`src/lskt_pkg.sv`:
```
// ----------------------------------------------------------------------------
// lskt_pkg
// Sizes, field widths and codes shared by the key table and its checker.
// ----------------------------------------------------------------------------
`default_nettype none

package lskt_pkg;

  localparam int CAPACITY = 16;
  localparam int KEY_BITS = 32;

  localparam int IDX_W = $clog2(CAPACITY);
  localparam int CNT_W = $clog2(CAPACITY + 1);

  // Stream field widths
  localparam int CMD_W      = 2;
  localparam int KEY_W      = 32;
  localparam int STATUS_W   = 2;
  localparam int POS_W      = 4;
  localparam int ENTRIES_W  = 5;
  localparam int IN_DATA_W  = ((KEY_W + 7) / 8) * 8;
  localparam int OUT_DATA_W = ((POS_W + ENTRIES_W + 7) / 8) * 8;

  // Commands
  localparam logic [CMD_W-1:0] CMD_SEARCH = 2'd0;
  localparam logic [CMD_W-1:0] CMD_INSERT = 2'd1;
  localparam logic [CMD_W-1:0] CMD_REMOVE = 2'd2;

  // Result status
  localparam logic [STATUS_W-1:0] ST_DONE      = 2'd0;
  localparam logic [STATUS_W-1:0] ST_ABSENT    = 2'd1;
  localparam logic [STATUS_W-1:0] ST_DUPLICATE = 2'd2;
  localparam logic [STATUS_W-1:0] ST_FULL      = 2'd3;

endpackage

`default_nettype wire

```
`src/linear_search_key_table.sv`:
```
// An unordered table of distinct keys held in one synchronous RAM with a
// read port and a write port. Each input word is a search, insert or remove;
// every one returns exactly one result word. One operation is in flight at a
// time. The scan reads one stored key per cycle through the single RAM read
// port. An operation scans the stored keys in order until a hit or the end
// of the table; a remove that hits any entry but the last then moves the
// last entry into the freed slot (one RAM read, one RAM write). An unused
// command code skips the scan and goes straight to the result. The result
// sits in an output register, so the next word is taken while the previous
// result waits; the next result then holds until it drains.
// ----------------------------------------------------------------------------
// linear_search_key_table
// Key table with linear scan, append on insert and swap-with-last on remove.
// ----------------------------------------------------------------------------
`default_nettype none

module linear_search_key_table import lskt_pkg::*; (
  input  wire logic                  clk,
  input  wire logic                  rst,
  input  wire logic                  s_axis_tvalid,
  output logic                       s_axis_tready,
  input  wire logic [IN_DATA_W-1:0]  s_axis_tdata,   // [31:0] key
  input  wire logic [CMD_W-1:0]      s_axis_tuser,   // [1:0] command
  output logic                       m_axis_tvalid,
  input  wire logic                  m_axis_tready,
  output logic [OUT_DATA_W-1:0]      m_axis_tdata,   // [3:0] position, [8:4] entries_used
  output logic [STATUS_W-1:0]        m_axis_tuser    // [1:0] status
);

  localparam logic [2:0] FSM_IDLE = 3'd0;
  localparam logic [2:0] FSM_SCAN = 3'd1;
  localparam logic [2:0] FSM_MVRD = 3'd2;
  localparam logic [2:0] FSM_MVWR = 3'd3;
  localparam logic [2:0] FSM_RESP = 3'd4;

  logic [KEY_BITS-1:0] key_mem [CAPACITY];

  logic [2:0]          state, state_next;
  logic [CMD_W-1:0]    cmd;
  logic [KEY_BITS-1:0] key;
  logic [CNT_W-1:0]    used, used_next;
  logic [CNT_W-1:0]    issue_idx;
  logic                cmp_valid;
  logic [IDX_W-1:0]    cmp_idx;
  logic [KEY_BITS-1:0] rd_data;
  logic [IDX_W-1:0]    found, found_next;
  logic [STATUS_W-1:0] res_status, res_status_next;
  logic [POS_W-1:0]    res_pos, res_pos_next;
  logic [STATUS_W-1:0] out_status;
  logic [POS_W-1:0]    out_pos;
  logic [ENTRIES_W-1:0] out_used;

  logic                accept;
  logic                hit;
  logic                scan_end;
  logic                load;
  logic                rd_en;
  logic [IDX_W-1:0]    rd_addr;
  logic [IDX_W-1:0]    last_idx;
  logic                wr_en;
  logic [IDX_W-1:0]    wr_addr;
  logic [KEY_BITS-1:0] wr_data;

  assign s_axis_tready = (state == FSM_IDLE);
  assign accept        = s_axis_tvalid && s_axis_tready;
  assign last_idx      = IDX_W'(used - CNT_W'(1));
  assign hit           = (state == FSM_SCAN) && cmp_valid && (rd_data == key);
  assign scan_end      = (state == FSM_SCAN) && !cmp_valid && (issue_idx == used);
  assign load          = (state == FSM_RESP) && (!m_axis_tvalid || m_axis_tready);

  // One RAM read per cycle while scanning; one more to fetch the last entry
  always_comb begin
    rd_en   = 1'b0;
    rd_addr = issue_idx[IDX_W-1:0];
    if (state == FSM_SCAN && !hit && issue_idx < used) begin
      rd_en = 1'b1;
    end
    if (state == FSM_MVRD) begin
      rd_en   = 1'b1;
      rd_addr = last_idx;
    end
  end

  always_comb begin
    state_next      = state;
    used_next       = used;
    found_next      = found;
    res_status_next = res_status;
    res_pos_next    = res_pos;
    wr_en           = 1'b0;
    wr_addr         = used[IDX_W-1:0];
    wr_data         = key;
    unique case (state)
      FSM_IDLE: begin
        if (accept) begin
          case (s_axis_tuser) inside
            CMD_SEARCH, CMD_INSERT, CMD_REMOVE: begin
              state_next = FSM_SCAN;
            end
            default: begin
              res_status_next = ST_DONE;
              res_pos_next    = '0;
              state_next      = FSM_RESP;
            end
          endcase
        end
      end
      FSM_SCAN: begin
        if (hit) begin
          found_next   = cmp_idx;
          res_pos_next = POS_W'(cmp_idx);
          state_next   = FSM_RESP;
          case (cmd)
            CMD_INSERT: res_status_next = ST_DUPLICATE;
            CMD_REMOVE: begin
              res_status_next = ST_DONE;
              // Last entry: just release it; otherwise move the last one down
              if (cmp_idx == last_idx) begin
                used_next = used - CNT_W'(1);
              end else begin
                state_next = FSM_MVRD;
              end
            end
            default: res_status_next = ST_DONE;
          endcase
        end else if (scan_end) begin
          state_next      = FSM_RESP;
          res_status_next = ST_ABSENT;
          res_pos_next    = '0;
          if (cmd == CMD_INSERT) begin
            if (used >= CNT_W'(CAPACITY)) begin
              res_status_next = ST_FULL;
            end else begin
              wr_en           = 1'b1;
              res_status_next = ST_DONE;
              res_pos_next    = POS_W'(used);
              used_next       = used + CNT_W'(1);
            end
          end
        end
      end
      FSM_MVRD: begin
        state_next = FSM_MVWR;
      end
      FSM_MVWR: begin
        wr_en      = 1'b1;
        wr_addr    = found;
        wr_data    = rd_data;
        used_next  = used - CNT_W'(1);
        state_next = FSM_RESP;
      end
      FSM_RESP: begin
        if (load) begin
          state_next = FSM_IDLE;
        end
      end
      default: begin
        state_next = FSM_IDLE;
      end
    endcase
  end

  // Key RAM: one write port, one registered read port
  always_ff @(posedge clk) begin
    if (wr_en) begin
      key_mem[wr_addr] <= wr_data;
    end
    if (rd_en) begin
      rd_data <= key_mem[rd_addr];
      cmp_idx <= rd_addr;
    end
  end

  always_ff @(posedge clk) begin
    if (rst) begin
      state         <= FSM_IDLE;
      used          <= '0;
      issue_idx     <= '0;
      cmp_valid     <= 1'b0;
      m_axis_tvalid <= 1'b0;
    end else begin
      state     <= state_next;
      used      <= used_next;
      cmp_valid <= rd_en && (state == FSM_SCAN);
      if (state == FSM_IDLE) begin
        issue_idx <= '0;
      end else if (rd_en && state == FSM_SCAN) begin
        issue_idx <= issue_idx + CNT_W'(1);
      end
      if (load) begin
        m_axis_tvalid <= 1'b1;
      end else if (m_axis_tready) begin
        m_axis_tvalid <= 1'b0;
      end
    end
  end

  always_ff @(posedge clk) begin
    if (accept) begin
      cmd <= s_axis_tuser;
      key <= KEY_BITS'(s_axis_tdata[KEY_W-1:0]);
    end
    found      <= found_next;
    res_status <= res_status_next;
    res_pos    <= res_pos_next;
    if (load) begin
      out_status <= res_status;
      out_pos    <= res_pos;
      out_used   <= ENTRIES_W'(used);
    end
  end

  assign m_axis_tuser = out_status;
  assign m_axis_tdata = OUT_DATA_W'({out_used, out_pos});

endmodule

`default_nettype wire

```
`config.mk`:
```
export PLATFORM = sky130hd
export DESIGN_NAME = linear_search_key_table
export DESIGN_NICKNAME = d
export VERILOG_FILES = /design/src/lskt_pkg.sv /design/src/linear_search_key_table.sv
export SDC_FILE = /design/constraint.sdc
export NUM_CORES = 1
export LEC_CHECK = 0
export ABC_AREA = 1
export ABC_CLOCK_PERIOD_IN_PS = 4500
export BUFFER_PORTS_ARGS = -buffer_cell sky130_fd_sc_hd__buf_4
export CORE_ASPECT_RATIO = 1.1
export CORE_MARGIN = 2
export CORE_UTILIZATION = 28
export CTS_BUF_LIST = sky130_fd_sc_hd__clkbuf_16
export DETAILED_ROUTE_END_ITERATION = 12
export GPL_TIMING_DRIVEN = 0
export PLACE_DENSITY = 0.4
export SLEW_MARGIN = 15
export SYNTH_ARGS = -nofsm -noshare
export SYNTH_HDL_FRONTEND = slang
export SYNTH_SLANG_ARGS = --single-unit
export TNS_END_PERCENT = 20
```
`constraint.sdc`:
```
create_clock -name clk -period 4.5 [get_ports clk]
set_input_delay 0.225 -clock clk [delete_from_list [all_inputs] [get_ports clk]]
set_output_delay 0.225 -clock clk [all_outputs]
set_load 0.01 [all_outputs]
```
==> metrics.cfg <==
[route]
wire_per_inst_um = 28.30
vias_per_cell = 5.162
drtIter0Drc = 1726
antenna_left = 0
via_count = 17740
first_pass_iters = 5
routed_wl_um = 97260
drc = 0

[timing]
final.period_utilization_pct = 75.50
maxSlewHeadroom_pct = 16.43
worst_slew_pin_slew_ns = 1.254
maxSlewViolCount = 0
finalClockSkew_ns = 0.03663
hold_slack_ns = 0.04412
rsz0062_at_grt = no
setup_viol = 0
fmax_mhz = 294.3
hold_viol_final = 0
period_minus_slack_ns = 3.397

[place]
place_hpwl_um = 65730
place_congestion = 0.8888
numPortBuffers = 50
post_dp_cell_area_um2 = 28210

[cells_and_area]
n_antenna_cell = 0
drive_gt1_share_pct = 14.69
final_area_um2 = 30760
final_util_pct = 34.37
layout.nets = 2260
syn2layout_area_growth_pct = 21.71

[floorplan]
fp.coreArea_um2 = 89500
ioPinCount = 58
start_util_pct = 28.24
dieHeight_um = 319.1
fp.dieArea_um2 = 92700
rows = 115
die_x_um = 290.5

[setup_path]
crit_required_ns = 4.87
critPathLaunchType = flop
cp_max_fo = 10
path_class = reg2reg
cp_data_arrival_time_ns = 3.76
cp-end-kind = flop

[clock_tree]
cts_buffer_depth = 3
cts_sinks = 618
cts_root_buffer = clkbuf_16
cts_tree = done
htreeDepth = 3
clock_latency_ns = 0.63
path_clk_slew_ns = 0.06
numCtsBuffers = 73
cts_resized = 0

[grt]
grt_pass1_vias = 17190
grt_max_degree = 37
antenna_found_initial = 2
grt_pass1_wl_um = 134800
track_usage_pct = 20.80
overflow = 0

[logic_synthesis]
synth.largest_area_cell = edfxtp_1
avgSynthCellArea_um2 = 12.65
synthTopCellsByArea = edfxtp_1 72%, nor2_1 5.0%, o21ai_0 3.9%
synth_top_cell_area_share_pct = 71.64
ys_types = 42
seq_area_frac_synth_pct = 72.82
ys_ff_latch = 618
yosys_warnings = 0
synth_area_um2 = 25280
syn_inst = 1998

[status]
status = finished clean

[power]
leakagePower_nw = 10.54
powerDensity_nw_per_um2 = 447.5
max-vdd-ir-drop_v = 0.0003037

[worst_hold_path]
min_path_type = in2reg

[flow_run]
maxCapViolations = 0

==> path summary, 6_finish.rpt <==
kind / start / end / slack, ns / cells after the start
setup / recovery: used[0] / rd_data[16] / 1.10 / 11
hold / removal: s_axis_tvalid / state[2] / 0.04 / 7
setup reg to reg: used[0] / rd_data[16] / 1.10 / 11
hold reg to reg: res_pos[2] / out_pos[2] / 0.42 / 0
==> state kept, by name (all words and copies together), names as in the netlist <==
signal         cells
key               32
out_used           5
rd_data           32
found              4
used               5
cmd                2
issue_idx          5
res_pos            4
out_pos            4
cmp_idx            4
state              3
key_mem          512
res_status         2
cmp_valid          1
m_axis_tvalid      1
m_axis_tuser       2
==> metrics by stage <==
step	std cells	power (W)	worst slack, ns	setup TNS, ns
2_1_floorplan	2004	0.007619	1.319	0
3_3_place_gp	3224	0.008275	-1.907	-751.83
3_5_place_dp	3273	0.008352	1.125	0
4_1_cts	3437	0.01388	1.050	0
5_1_grt	3437	0.01427	0.8898	0
6_report	3437	0.01377	1.103	0
==> critical path, stage by stage, from the launching register on <==
cell      delay (ns)
dfxtp_1         0.54
inv_2           0.14
ha_1            0.24
inv_1           0.05
nand2_1         0.05
nand2_1         0.19
o21ai_2         0.14
inv_2           0.15
clkbuf_1        0.90
o221ai_1        0.35
nand3_1         0.26
nand2_1         0.08
==> synthesized netlist by cell type, drive strengths merged <==
cell	instances
o211ai	33
dfxtp	15
and3	2
edfxtp	603
buf	90
conb	1
xnor2	8
or2	1
mux2	7
xor2	6
nor3b	2
nor4	1
o221ai	96
a21boi	1
and2	2
nand3	65
nand2	219
o41ai	1
o22ai	34
nor3	5
nor2	338
nand3b	2
o21ai	301
a211oi	1
nand4	17
a21oi	11
clkbuf	30
ha	8
inv	98
==> report_power, final <==
group          internal [W]  switching (W)
Clock               0.00317        0.00234
Combinational      0.000418        0.00111
Sequential          0.00661       0.000128
Total                0.0102        0.00358
==> cell families after synthesis <==
kind of cell,count (synthesis),synth area share (%)
compound gates,478,11.46
buf+inv,218,3.970
flops,618,72.82
fa+ha+maj,8,0.3960
simple gates,654,10.53
mux,7,0.3119
xor+xnor,14,0.4851
other cells,1,0.01484
==> repair_timing <==
item | CTS | global route
endpoints found under the setup margin | 0 | 0
endpoints found under the hold margin | 47 | 0
hold buffers | 36 | 0
buffers inserted | 0 | 0
==> per-layer routing <==
layer / up-vias / track usage (%) / part of all wire, % / wire, µm
met5: - / 0 / 0.0082 / 8
met4: 2 / 6.862 / 3.2 / 3085
met3: 152 / 3.945 / 7.0 / 6844
met2: 754 / 34.24 / 47 / 45860
met1: 9047 / 27.60 / 43 / 41460
li1: 7788 / - / - / -
==> final cells by class <==
class	count	area, µm²
plain buffers	120	634.4
multi-input cells	1168	6042
repair buffers	135	1655
clock buffers	73	1827
well taps	1170	1464
inverters	98	370.4
flip-flops and latches	618	18410
clock inverters	55	362.8
fillers	8796	58740
==> cells in the final DEF (no fill, tap or decap), types with 8 or more instances in the layout <==
master and n:
buf_16 18, clkinv_2 13, nor2_1 321, clkbuf_16 73
nand3_1 61, ha_1 8, o22ai_1 34, buf_2 71
o221ai_1 96, o211ai_1 33, dlygate4sd3_1 36, o21ai_0 174
nand2_1 216, clkinv_1 15, buf_12 15, inv_1 111
o21ai_1 120, a21oi_1 11, dfxtp_1 15, nor2_4 16
edfxtp_1 603, clkbuf_1 26, xnor2_1 8, buf_4 77
nand4_1 17
Power figures use the tool's default switching activity.
